## src/rtl/irn_pkg.sv

```systemverilog
// ----------------------------------------------------------------------------
// irn_pkg
// Shared types, constants and symbol tables for the integer to Roman numeral
// converter.
// ----------------------------------------------------------------------------
package irn_pkg;

  localparam int ValueW    = 12;
  localparam int ValueMax  = 3999;
  localparam int DigitW    = 4;
  localparam int NumPlaces = 4;
  localparam int PlaceW    = 2;
  localparam int StepW     = 2;
  localparam int LenW      = 3;
  localparam int SymW      = 8;
  localparam int InTdataW  = 16;
  localparam int OutTdataW = 8;
  localparam int QueueDepth = 2;
  localparam int QueuePtrW  = $clog2(QueueDepth);
  localparam int QueueCntW  = $clog2(QueueDepth + 1);

  localparam logic [SymW-1:0] ChI = 8'h49;
  localparam logic [SymW-1:0] ChV = 8'h56;
  localparam logic [SymW-1:0] ChX = 8'h58;
  localparam logic [SymW-1:0] ChL = 8'h4C;
  localparam logic [SymW-1:0] ChC = 8'h43;
  localparam logic [SymW-1:0] ChD = 8'h44;
  localparam logic [SymW-1:0] ChM = 8'h4D;
  localparam logic [SymW-1:0] ChNone = 8'h00;

  typedef struct packed {
    logic                                 invalid;
    logic [NumPlaces-1:0][DigitW-1:0]     digits;
  } irn_entry_t;

  typedef enum logic [1:0] {
    KindOne,
    KindFive,
    KindTen
  } sym_kind_e;

  // Number of characters a decimal digit produces in its place.
  function automatic logic [LenW-1:0] digit_len(logic [DigitW-1:0] d);
    logic [LenW-1:0] len;
    unique case (d)
      4'd1:    len = 3'd1;
      4'd2:    len = 3'd2;
      4'd3:    len = 3'd3;
      4'd4:    len = 3'd2;
      4'd5:    len = 3'd1;
      4'd6:    len = 3'd2;
      4'd7:    len = 3'd3;
      4'd8:    len = 3'd4;
      4'd9:    len = 3'd2;
      default: len = 3'd0;
    endcase
    return len;
  endfunction

  // Character at position k within the run of one decimal place.
  function automatic logic [SymW-1:0] sym_at(logic [PlaceW-1:0] place,
                                             logic [DigitW-1:0] d,
                                             logic [StepW-1:0]  k);
    sym_kind_e       kind;
    logic [SymW-1:0] ch;
    if (d == 4'd9 && k != '0) begin
      kind = KindTen;
    end else if (d == 4'd4 && k != '0) begin
      kind = KindFive;
    end else if (d >= 4'd5 && d != 4'd9 && k == '0) begin
      kind = KindFive;
    end else begin
      kind = KindOne;
    end
    ch = ChNone;
    unique case (kind)
      KindOne: begin
        unique case (place)
          2'd0: ch = ChI;
          2'd1: ch = ChX;
          2'd2: ch = ChC;
          2'd3: ch = ChM;
        endcase
      end
      KindFive: begin
        unique case (place)
          2'd0: ch = ChV;
          2'd1: ch = ChL;
          2'd2: ch = ChD;
          2'd3: ch = ChNone;
        endcase
      end
      KindTen: begin
        unique case (place)
          2'd0: ch = ChX;
          2'd1: ch = ChC;
          2'd2: ch = ChM;
          2'd3: ch = ChNone;
        endcase
      end
      default: ch = ChNone;
    endcase
    return ch;
  endfunction

endpackage

```

## src/rtl/irn_front.sv

```systemverilog
// ----------------------------------------------------------------------------
// irn_front
// Accepts a binary value, flags it when out of range and splits it into four
// decimal digits by compare and subtract, the units being the last remainder.
// ----------------------------------------------------------------------------
module irn_front (
  input  logic                       clk_i,
  input  logic                       rst_ni,
  input  logic                       in_valid_i,
  output logic                       in_ready_o,
  input  logic [irn_pkg::ValueW-1:0] value_i,
  output logic                       entry_valid_o,
  input  logic                       entry_ready_i,
  output irn_pkg::irn_entry_t        entry_o
);

  localparam logic [1:0] StIdle = 2'd0;
  localparam logic [1:0] StConv = 2'd1;
  localparam logic [1:0] StHold = 2'd2;

  localparam int ProdW = irn_pkg::ValueW + 2;
  localparam int Radix = 10;

  logic [1:0]                                      state_q, state_d;
  logic [irn_pkg::PlaceW-1:0]                      place_q, place_d;
  logic [irn_pkg::ValueW-1:0]                      rem_q, rem_d;
  logic [irn_pkg::NumPlaces-1:0][irn_pkg::DigitW-1:0] dig_q, dig_d;
  logic                                            inv_q, inv_d;
  logic [Radix-1:0][ProdW-1:0]                     mult;
  logic [irn_pkg::DigitW-1:0]                      digit;
  logic [irn_pkg::ValueW-1:0]                      rem_next;

  // Multiples of the weight of the current place.
  always_comb begin
    for (int j = 0; j < Radix; j++) begin
      unique case (place_q)
        2'd3: mult[j] = ProdW'(j * 1000);
        2'd2: mult[j] = ProdW'(j * 100);
        2'd1: mult[j] = ProdW'(j * 10);
        2'd0: mult[j] = ProdW'(j);
      endcase
    end
  end

  always_comb begin
    digit = '0;
    for (int j = 1; j < Radix; j++) begin
      if (ProdW'(rem_q) >= mult[j]) begin
        digit = irn_pkg::DigitW'(j);
      end
    end
  end

  assign rem_next = rem_q - mult[digit][irn_pkg::ValueW-1:0];

  always_comb begin
    state_d = state_q;
    place_d = place_q;
    rem_d   = rem_q;
    dig_d   = dig_q;
    inv_d   = inv_q;
    unique case (state_q)
      StIdle: begin
        if (in_valid_i) begin
          rem_d   = value_i;
          place_d = irn_pkg::PlaceW'(irn_pkg::NumPlaces - 1);
          inv_d   = (value_i == '0) ||
                    (value_i > irn_pkg::ValueW'(irn_pkg::ValueMax));
          state_d = StConv;
        end
      end
      StConv: begin
        dig_d[place_q] = digit;
        rem_d          = rem_next;
        place_d        = place_q - 1'b1;
        if (place_q == irn_pkg::PlaceW'(1)) begin
          dig_d[0] = rem_next[irn_pkg::DigitW-1:0];
          state_d  = StHold;
        end
      end
      StHold: begin
        if (entry_ready_i) begin
          state_d = StIdle;
        end
      end
      default: state_d = StIdle;
    endcase
  end

  always_ff @(posedge clk_i or negedge rst_ni) begin
    if (!rst_ni) begin
      state_q <= StIdle;
    end else begin
      state_q <= state_d;
    end
  end

  always_ff @(posedge clk_i) begin
    place_q <= place_d;
    rem_q   <= rem_d;
    dig_q   <= dig_d;
    inv_q   <= inv_d;
  end

  assign in_ready_o       = (state_q == StIdle);
  assign entry_valid_o    = (state_q == StHold);
  assign entry_o.invalid  = inv_q;
  assign entry_o.digits   = dig_q;

endmodule

```

## src/rtl/irn_queue.sv

```systemverilog
// ----------------------------------------------------------------------------
// irn_queue
// Short queue of converted entries between the front and the back part.
// ----------------------------------------------------------------------------
module irn_queue (
  input  logic                clk_i,
  input  logic                rst_ni,
  input  logic                push_valid_i,
  output logic                push_ready_o,
  input  irn_pkg::irn_entry_t push_data_i,
  output logic                pop_valid_o,
  input  logic                pop_ready_i,
  output irn_pkg::irn_entry_t pop_data_o
);

  irn_pkg::irn_entry_t            mem_q [irn_pkg::QueueDepth];
  logic [irn_pkg::QueuePtrW-1:0]  wr_q, rd_q;
  logic [irn_pkg::QueueCntW-1:0]  cnt_q;
  logic                           push, pop;

  assign push_ready_o = (cnt_q != irn_pkg::QueueCntW'(irn_pkg::QueueDepth));
  assign pop_valid_o  = (cnt_q != '0);
  assign push         = push_valid_i && push_ready_o;
  assign pop          = pop_valid_o && pop_ready_i;
  assign pop_data_o   = mem_q[rd_q];

  always_ff @(posedge clk_i or negedge rst_ni) begin
    if (!rst_ni) begin
      wr_q  <= '0;
      rd_q  <= '0;
      cnt_q <= '0;
    end else begin
      if (push) begin
        wr_q <= (wr_q == irn_pkg::QueuePtrW'(irn_pkg::QueueDepth - 1)) ? '0 : wr_q + 1'b1;
      end
      if (pop) begin
        rd_q <= (rd_q == irn_pkg::QueuePtrW'(irn_pkg::QueueDepth - 1)) ? '0 : rd_q + 1'b1;
      end
      if (push && !pop) begin
        cnt_q <= cnt_q + 1'b1;
      end else if (pop && !push) begin
        cnt_q <= cnt_q - 1'b1;
      end
    end
  end

  always_ff @(posedge clk_i) begin
    if (push) begin
      mem_q[wr_q] <= push_data_i;
    end
  end

endmodule

```

## src/rtl/irn_back.sv

```systemverilog
// ----------------------------------------------------------------------------
// irn_back
// Walks the decimal places of one entry and emits one numeral character per
// cycle into an output register, while that register is free to take it.
// ----------------------------------------------------------------------------
module irn_back (
  input  logic                     clk_i,
  input  logic                     rst_ni,
  input  logic                     entry_valid_i,
  output logic                     entry_ready_o,
  input  irn_pkg::irn_entry_t      entry_i,
  output logic                     out_valid_o,
  input  logic                     out_ready_i,
  output logic [irn_pkg::SymW-1:0] symbol_o,
  output logic                     last_o,
  output logic                     invalid_o
);

  logic                       active_q, active_d;
  irn_pkg::irn_entry_t        ent_q, ent_d;
  logic [irn_pkg::PlaceW-1:0] place_q, place_d;
  logic [irn_pkg::StepW-1:0]  k_q, k_d;
  logic                       ovalid_q, ovalid_d;
  logic [irn_pkg::SymW-1:0]   sym_q, sym_d;
  logic                       last_q, last_d;
  logic                       inv_q, inv_d;

  logic                       out_free;
  logic [irn_pkg::PlaceW-1:0] first_place;
  logic [irn_pkg::PlaceW-1:0] next_place;
  logic                       has_lower;
  logic [irn_pkg::DigitW-1:0] cur_digit;
  logic [irn_pkg::LenW-1:0]   cur_len;
  logic                       end_of_place;

  assign out_free      = !ovalid_q || out_ready_i;
  assign entry_ready_o = !active_q;
  assign cur_digit     = ent_q.digits[place_q];
  assign cur_len       = irn_pkg::digit_len(cur_digit);
  assign end_of_place  = ({1'b0, k_q} == cur_len - 1'b1);

  always_comb begin
    first_place = '0;
    for (int i = 0; i < irn_pkg::NumPlaces; i++) begin
      if (entry_i.digits[i] != '0) begin
        first_place = irn_pkg::PlaceW'(i);
      end
    end
  end

  always_comb begin
    next_place = '0;
    has_lower  = 1'b0;
    for (int i = 0; i < irn_pkg::NumPlaces; i++) begin
      if (irn_pkg::PlaceW'(i) < place_q && ent_q.digits[i] != '0) begin
        next_place = irn_pkg::PlaceW'(i);
        has_lower  = 1'b1;
      end
    end
  end

  always_comb begin
    active_d = active_q;
    ent_d    = ent_q;
    place_d  = place_q;
    k_d      = k_q;
    ovalid_d = ovalid_q && !out_ready_i;
    sym_d    = sym_q;
    last_d   = last_q;
    inv_d    = inv_q;
    if (!active_q) begin
      if (entry_valid_i) begin
        active_d = 1'b1;
        ent_d    = entry_i;
        place_d  = first_place;
        k_d      = '0;
      end
    end else if (out_free) begin
      ovalid_d = 1'b1;
      if (ent_q.invalid) begin
        sym_d    = irn_pkg::ChNone;
        last_d   = 1'b1;
        inv_d    = 1'b1;
        active_d = 1'b0;
      end else begin
        sym_d  = irn_pkg::sym_at(place_q, cur_digit, k_q);
        inv_d  = 1'b0;
        last_d = end_of_place && !has_lower;
        if (end_of_place) begin
          if (has_lower) begin
            place_d = next_place;
            k_d     = '0;
          end else begin
            active_d = 1'b0;
          end
        end else begin
          k_d = k_q + 1'b1;
        end
      end
    end
  end

  always_ff @(posedge clk_i or negedge rst_ni) begin
    if (!rst_ni) begin
      active_q <= 1'b0;
      ovalid_q <= 1'b0;
    end else begin
      active_q <= active_d;
      ovalid_q <= ovalid_d;
    end
  end

  always_ff @(posedge clk_i) begin
    ent_q   <= ent_d;
    place_q <= place_d;
    k_q     <= k_d;
    sym_q   <= sym_d;
    last_q  <= last_d;
    inv_q   <= inv_d;
  end

  assign out_valid_o = ovalid_q;
  assign symbol_o    = sym_q;
  assign last_o      = last_q;
  assign invalid_o   = inv_q;

endmodule

```

## src/rtl/integer_to_roman_numeral.sv

```systemverilog
// ----------------------------------------------------------------------------
// integer_to_roman_numeral
// Converts a 12-bit binary value to its Roman numeral as a stream of ASCII
// characters.
// ----------------------------------------------------------------------------
// Each input item yields one output item per numeral character, most
// significant place first, with tlast on the final character; a value of
// zero or above 3999 yields a single item with symbol 0, tlast set and tuser
// set. The front part takes a value, runs three compare and subtract
// steps for the decimal places and then hands the digits on. The back
// part emits one character per cycle while the output is not stalled
// and loads the next entry only once it has finished the one before. A
// two-entry queue lets the front convert the next value while the back is
// still emitting.
// ----------------------------------------------------------------------------
module integer_to_roman_numeral (
  input  logic                          clk_i,
  input  logic                          rst_ni,
  input  logic                          s_axis_tvalid,
  output logic                          s_axis_tready,
  input  logic [irn_pkg::InTdataW-1:0]  s_axis_tdata,   // [11:0] value
  output logic                          m_axis_tvalid,
  input  logic                          m_axis_tready,
  output logic [irn_pkg::OutTdataW-1:0] m_axis_tdata,   // [7:0] symbol
  output logic                          m_axis_tlast,
  output logic                          m_axis_tuser    // [0] invalid
);

  irn_pkg::irn_entry_t front_entry, back_entry;
  logic                front_valid, front_ready;
  logic                back_valid, back_ready;

  irn_front u_front (
    .clk_i         (clk_i),
    .rst_ni        (rst_ni),
    .in_valid_i    (s_axis_tvalid),
    .in_ready_o    (s_axis_tready),
    .value_i       (s_axis_tdata[irn_pkg::ValueW-1:0]),
    .entry_valid_o (front_valid),
    .entry_ready_i (front_ready),
    .entry_o       (front_entry)
  );

  irn_queue u_queue (
    .clk_i        (clk_i),
    .rst_ni       (rst_ni),
    .push_valid_i (front_valid),
    .push_ready_o (front_ready),
    .push_data_i  (front_entry),
    .pop_valid_o  (back_valid),
    .pop_ready_i  (back_ready),
    .pop_data_o   (back_entry)
  );

  irn_back u_back (
    .clk_i         (clk_i),
    .rst_ni        (rst_ni),
    .entry_valid_i (back_valid),
    .entry_ready_o (back_ready),
    .entry_i       (back_entry),
    .out_valid_o   (m_axis_tvalid),
    .out_ready_i   (m_axis_tready),
    .symbol_o      (m_axis_tdata),
    .last_o        (m_axis_tlast),
    .invalid_o     (m_axis_tuser)
  );

endmodule

```

## config.mk

```make
export PLATFORM = sky130hd
export DESIGN_NAME = integer_to_roman_numeral
export DESIGN_NICKNAME = d
export VERILOG_FILES = /design/src/rtl/irn_pkg.sv /design/src/rtl/irn_front.sv /design/src/rtl/irn_queue.sv /design/src/rtl/irn_back.sv /design/src/rtl/integer_to_roman_numeral.sv
export SDC_FILE = /design/constraint.sdc
export NUM_CORES = 1
export LEC_CHECK = 0
export BUFFER_PORTS_ARGS = -buffer_cell sky130_fd_sc_hd__buf_2
export CAP_MARGIN = 20
export CORE_ASPECT_RATIO = 0.7
export CORE_UTILIZATION = 32
export CTS_CLUSTER_SIZE = 12
export DETAILED_ROUTE_END_ITERATION = 8
export GPL_TIMING_DRIVEN = 1
export RECOVER_POWER = 100
export SETUP_SLACK_MARGIN = 0.1
export SYNTH_ARGS = -nofsm -noshare
export SYNTH_HDL_FRONTEND = slang
export SYNTH_SLANG_ARGS = --single-unit
```

## constraint.sdc

```tcl
create_clock -name clk_i -period 5.7 [get_ports clk_i]
set_clock_uncertainty 0.1 [all_clocks]
set_input_delay 1.14 -clock clk_i [delete_from_list [all_inputs] [get_ports clk_i]]
set_output_delay 1.14 -clock clk_i [all_outputs]
set_load 0.1 [all_outputs]
```

Word level (Yosys, flattened, before mapping)
Memory sizes are Yosys's and may differ from the RTL's.
Cells that the tools add are included.
Widths: inputs -> output; s select.
- bits in registers: 70
- memory bits (writable): 34
- memory bits (read-only): 48
- input port bits: 20
- output and inout port bits: 12
- word-level logic and storage cells: 207
- memories kept: 2
- $add $sub $neg: 8
- magnitude comparators: 19
- equality and inequality tests: 23
- muxes and demuxes: 82
- bitwise logic cells: 1
- reduce and logical (&&, ||, !) cells: 49
- memory list (memory ; words ; bits a word ; read ports ; clocked after Yosys merged registers in ; wr ports ; RTL line ; RTL):
    (name not given) ; 16 ; 3 ; 1 ; 0 ; 0 ; irn_pkg.sv:45 ; unique case (d)
    u_queue.mem_q ; 2 ; 17 ; 1 ; 0 ; 1 ; irn_queue.sv:16 ; irn_pkg::irn_entry_t mem_q [irn_pkg::QueueDepth];
- operators by type and width (operator ; number):
    $pmux 14 s4 ; 9
    $ge 12x14->1 ; 9
    $pmux 8 s4 ; 3
    $mux 2 ; 29
    $bmux 14 s4 ; 1
    $reduce_bool 4->1 ; 7
    $mux 12 ; 2
    $pmux 12 s2 ; 1
    $pmux 8 s3 ; 1
    $mux 1 ; 21
    $mux 4 ; 5
    $bwmux 16 ; 1
    $logic_and 1x1->1 ; 15
    $mux 14 ; 1
    $ne 2x2->1 const B ; 7
    $eq 2x2->1 const B ; 6
    $gt 12x12->1 const B ; 1
    $logic_not 12->1 ; 1
    $mux 3 ; 4
    $sub 12x12->12 ; 1
    $logic_not 2->1 ; 5
    $reduce_bool 2->1 ; 5
    $bmux 4 s2 ; 1
    $demux 4 s2 ; 1
    other kinds (27) ; 45

Longest topological paths before layout
- word-level depth: 16
- mapped depth: 28
- depth with buffers taken out: 25

Modules after synthesis
A second synthesis with hierarchy kept.
- cell total of the unflattened synthesis: 686
- area, all modules: 7236.9 µm²
- modules (own cells, without submodules) (module ; times used ; cells each ; area an instance (µm²) ; sequential area each (µm²)):
    irn_front ; 1 ; 497 ; 4141.5 ; 980.9
    irn_back ; 1 ; 118 ; 1621.6 ; 920.9
    irn_queue ; 1 ; 71 ; 1473.9 ; 1121.1

Worst setup path before layout
Ideal clock, no wire load.
- kind: reg-to-reg
- start point: register u_front.place_q[0] in the netlist's numbering
- end point: register u_front.rem_q[10] in the netlist's numbering, data pin
- setup time: 0.259 ns
- data arrival time: 5.319 ns
- setup slack: 0.022 ns
- cell stages (with the launch flop): 28
- path buffers: 3
- cells stage by stage: edfxtp_1 inv_1 ha_1 buf_6 buf_4 inv_1 ha_1 or2_2 a311oi_1 a211oi_1 a21oi_2 nor3b_2 and2_4 nand2b_4 inv_4 buf_6 o41ai_1 nand3_1 ha_1 a21o_1 a21oi_1 o21bai_1 a21oi_1 o21bai_1 a21o_1 a21oi_1 nor4b_1 a211o_1
- elaborated cells on any way between the ends: 35
- RTL lines (element ; RTL line ; RTL):
    from (decl) ; irn_front.sv:25 ; logic [irn_pkg::PlaceW-1:0] place_q, place_d;
    from (signal assigned) ; irn_front.sv:99 ; place_q <= place_d;
    $eq 2x1->1 (tied with other cells) ; irn_front.sv:36 ; unique case (place_q)
    $pmux 14 s4 ; irn_front.sv:36 ;
    $ge 12x14->1 ; irn_front.sv:48 ; if (ProdW'(rem_q) >= mult[j]) begin
    $mux 2 (2 in a row) ; irn_front.sv:48 ;
    $mux 3 (4 in a row) ; irn_front.sv:48 ;
    $mux 4 ; irn_front.sv:48 ;
    $mux 4 * ; irn_front.sv:48 ;
    named net u_front.digit (one bit) ; irn_front.sv:30 ; logic [irn_pkg::DigitW-1:0] digit;
    $bmux 14 s4 * ; irn_front.sv:54 ; assign rem_next = rem_q - mult[digit][irn_pkg::ValueW-1:0];
    $mux 12 (implied by the code) * ; irn_front.sv:54 ;
    $sub 12x12->12 * ; irn_front.sv:54 ;
    $pmux 12 s2 * ; irn_front.sv:62 ; unique case (state_q)
    named net u_front.rem_d (one bit) ; irn_front.sv:26 ; logic [irn_pkg::ValueW-1:0] rem_q, rem_d;
    to (signal assigned) ; irn_front.sv:100 ; rem_q <= rem_d;
    to (decl) ; irn_front.sv:26 ;
Mark *: on every way through the listed nets, which the timed path passes. The rest lies on a longest branch. The select of a mux whose other input is x is not followed.
A chain may end at the register's enable or synchronous reset.

Worst setup path after layout
- start point: register u_front.place_q[0] in the netlist's numbering
- end point: register u_front.rem_q[11] in the netlist's numbering, data pin
- word-level cells in the longest chain between the ends: 16
- elaborated cells on any way between the ends: 35
- RTL lines (element ; RTL line):
    $eq 2x1->1 (tied with other cells) ; irn_front.sv:36
    $pmux 14 s4 ; irn_front.sv:36
    $ge 12x14->1 ; irn_front.sv:48
    $mux 1 ; irn_front.sv:48
    $mux 2 (2 in a row) ; irn_front.sv:48
    $mux 3 (4 in a row) ; irn_front.sv:48
    $mux 4 (2 in a row) ; irn_front.sv:48
    $bmux 14 s4 * ; irn_front.sv:54
    $mux 12 (implied by the code) * ; irn_front.sv:54
    $sub 12x12->12 * ; irn_front.sv:54
    $pmux 12 s2 * ; irn_front.sv:62
    named net u_front.rem_d (one bit) ; irn_front.sv:26
Marked as above.

==> impl_metrics.yaml <==
timing:
  drv_slew: 0
  finalCriticalPeriod_ns: 5.525
  hold_slack_ns: 0.3383
  fmax_mhz: 181.0
  slew_headroom_pct: 15.42
  tightest_slew_ns: 1.269
  min_period_over_period_pct: 96.93
  rsz0062_at_grt: "yes"
  hold_viol_final: 0
  worst_slack_ns: 0.1748
  setup_violations: 0
finish:
  multi_input_comb_area_um2: 4020
  final_cell_area_um2: 8786
  regArea_um2: 3023
  fill_cells: 2038
  final-instance-count-excl-fill: 1051
  antennaDiodeCount: 0
  synthToLayoutAreaGrowth_pct: 26.11
  drive_gt1_share_pct: 28.00
  fin_nets: 855
place:
  port-buffer-count: 25
  routabilityCongestion: 0.9423
  postPlaceCellArea_um2: 7916
  hpwl_mm: 13.94
  dp.cells: 1009
  dp_slack_ns: -0.07480
setup_path:
  cp.arrival_ns: 5.52
  crit_path_cell_trace: "buf_6 -> ha_4 -> inv_4 -> ha_1 -> nor2b_1 -> o211ai_1 -> a31oi_4 -> a311o_2 -> buf_4 -> o21bai_4 -> a211oi_2 -> buf_4 -> o211a_1 -> o41ai_4 -> nand3_2 -> ha_4 -> a21o_1 -> a21o_1 -> a31oi_4 -> o21ai_0 -> o41a_1 -> xnor3_1 -> o21ai_1"
  crit_path_end_kind: "register"
  crit_required_ns: 5.69
  reg2regPathDepth: 23
  r2r-start: "u_front.place_q[0]$_SDFFCE_PN1P_"
  ff2ff_setup_slack_ns: 0.17
  worstSetupStartpointType: "register"
  critPathLaunch: "u_front.place_q[0]$_SDFFCE_PN1P_"
  crit_path_max_incr_delay_ns: 0.51
  slowest_stage: "edfxtp_1"
  cp-endpoint: "u_front.rem_q[11]$_DFFE_PP_"
  crit_type: "reg2reg"
  critPathMaxFanout: 6
  r2r_end: "u_front.rem_q[11]$_DFFE_PP_"
grt:
  antenna_found_initial: 0
  grt_max_degree: 30
  grt_usage_pct: 17.13
  first_global_vias: 5250
  grt_pass1_wl_mm: 29.50
  grt_remaining_overflow: 0
clock_network:
  clk_pin_slew_ns: 0.08
  cts_made_buffers: 9
  cts_sinks: 102
  ctsRootBufferMaster: "clkbuf_16"
  cts_tree: "built"
  clockBufferDepth: 2
  clock_latency_ns: 0.35
  cts.htree.levels: 3
logic_synthesis:
  synth_warnings: 0
  ys_types: 81
  syn_inst: 651
  synthFlopType: "edfxtp_1"
  synth.top_cells.by_count: "edfxtp_1 (94), ha_1 (64), nand2_1 (49), nor2_1 (49), o21ai_0 (38)"
  synth_edf_count: 94
  seq_area_frac_synth_pct: 43.39
  synth.avg_cell_area_um2: 10.70
  ys_ff_latch: 102
  synth_top_area_cell: "edfxtp_1"
  synthArstFlopShare_pct: 7.843
  syn_area_um2: 6967
  synth_area_leaders: "edfxtp_1 (41%), ha_1 (11%), mux2_2 (2.9%), dfrtp_1 (2.9%), o21ai_0 (2.7%)"
  synth.most_common_cell: "edfxtp_1"
  synth_top_cell_area_share_pct: 40.52
route:
  detail-route-antenna-nets: 0
  post_drt_wl_per_cell_um: 17.86
  routed_wl_mm: 18.77
  avgViaCountPerCell: 5.320
  dr.pass1.iters: 5
  drc: 0
  dr_total_vias: 5591
  first_iter_violations: 455
min_path:
  hp-class: "reg2reg"
  hold_path_depth: 0
floorplanning:
  die-area_um2: 22370
  rows: 44
  die_w_um: 178.4
  core_area_um2: 21030
  die_h_um: 125.5
  start_util_pct: 33.13
  pin_count: 32
run:
  drv_cap: 0
run_status:
  status: "finished, final reports clean"
==> worst max-delay path: cells and delay by family (launching register included) <==
kind	cells	cell delay, ns
simple gates	2	0.30
buf+inv	4	0.54
fa+ha+maj	3	0.67
compound gates	13	2.90
xor+xnor	1	0.23
flops	1	0.51
==> area by class of cell <==
class | count | area share, %
multi-input cells | 486 | 45.76
clock inverters | 6 | 0.6836
repair buffers | 133 | 10.57
well taps | 276 | 3.931
inverters | 38 | 1.809
flip-flops and latches | 102 | 34.41
clock buffers | 10 | 2.848
==> flip-flops by register name, summed over array words and instances (netlist names) <==
name / count
u_front.inv_q: 1
u_front.state_q: 2
u_front.place_q: 2
u_back.last_o: 1
u_back.symbol_o: 6
u_back.out_valid_o: 1
u_back.place_q: 2
u_queue.mem_q: 34
u_queue.rd_q: 1
u_front.entry_o: 16
u_back.k_q: 2
u_back.ent_q: 17
u_queue.wr_q: 1
u_front.rem_q: 12
u_back.active_q: 1
u_back.invalid_o: 1
u_queue.cnt_q: 2
==> logic make-up after synthesis <==
group | after synthesis | share of synthesized area, %
AO/OA/AOI/OAI | 188 | 19.27
flip-flops | 102 | 43.39
buffers and inverters | 64 | 4.364
AND/OR/NAND/NOR | 183 | 13.27
other | 1 | 0.05383
XOR/XNOR | 16 | 2.209
multiplexers | 32 | 5.657
adder cells (fa/ha/maj) | 65 | 11.78
==> worst min path at each step <==
stage                                           endpoint  slack (ns)                           from
final                     u_queue.mem_q[1][14]$_DFFE_PP_        0.34  u_front.entry_o[14]$_DFFE_PP_
after global routing      u_queue.mem_q[0][14]$_DFFE_PP_        0.34  u_front.entry_o[14]$_DFFE_PP_
after CTS                 u_queue.mem_q[1][14]$_DFFE_PP_        0.34  u_front.entry_o[14]$_DFFE_PP_
after detailed placement  u_queue.mem_q[1][14]$_DFFE_PP_        0.33  u_front.entry_o[14]$_DFFE_PP_
after global placement    u_queue.mem_q[0][10]$_DFFE_PP_        0.33  u_front.entry_o[10]$_DFFE_PP_
after floorplan            u_queue.mem_q[0][0]$_DFFE_PP_        0.32   u_front.entry_o[0]$_DFFE_PP_
==> per-stage QoR <==
step / utilization, % / setup TNS [ns]
global placement: 37.64 / 0
CTS: 39.59 / 0
finish: 41.78 / 0
global route: 41.78 / 0
detailed placement: 37.64 / -0.07631
floorplan: - / 0
==> repair_timing <==
item	4_1_cts	5_1_grt
hold endpoints to repair	0	0
pin swaps	4	34
buffers inserted	5	21
hold buffers	0	0
setup endpoints to repair	3	4
resized for setup	17	72
==> per-layer routing <==
layer  vias up  global-route usage, %  wire (µm)
met2       148                  22.98       7659
met3        11                  5.079       1284
li1       2733                      -          -
met1      2699                  26.96       9737
met4         0                  2.393         86
met5         -                      0          0
==> cells in the final DEF (no fill, tap or decap), types with 5 or more instances in the layout <==
cell and instances:
inv_1 28, nand3_1 9, nor2b_1 10, xor2_1 7, mux2_1 10, clkbuf_16 10
mux2_2 8, o21a_1 10, a211o_1 6, a211oi_2 5, nor2_1 46, a31oi_1 5
nor3_1 11, dfrtp_1 8, xnor2_1 8, o21ai_1 6, nand2b_1 7, a21oi_1 26
ha_1 54, clkbuf_1 19, o21ai_0 33, edfxtp_1 94, ha_4 10, buf_4 95
buf_2 12, mux2i_1 9, o211ai_1 9, nand2_1 48, a21oi_2 6, a21o_1 11
nor4_1 7, inv_2 5
Power is not shown: default switching activity piles up to over one toggle a cycle in this logic, so the estimate is an artifact.
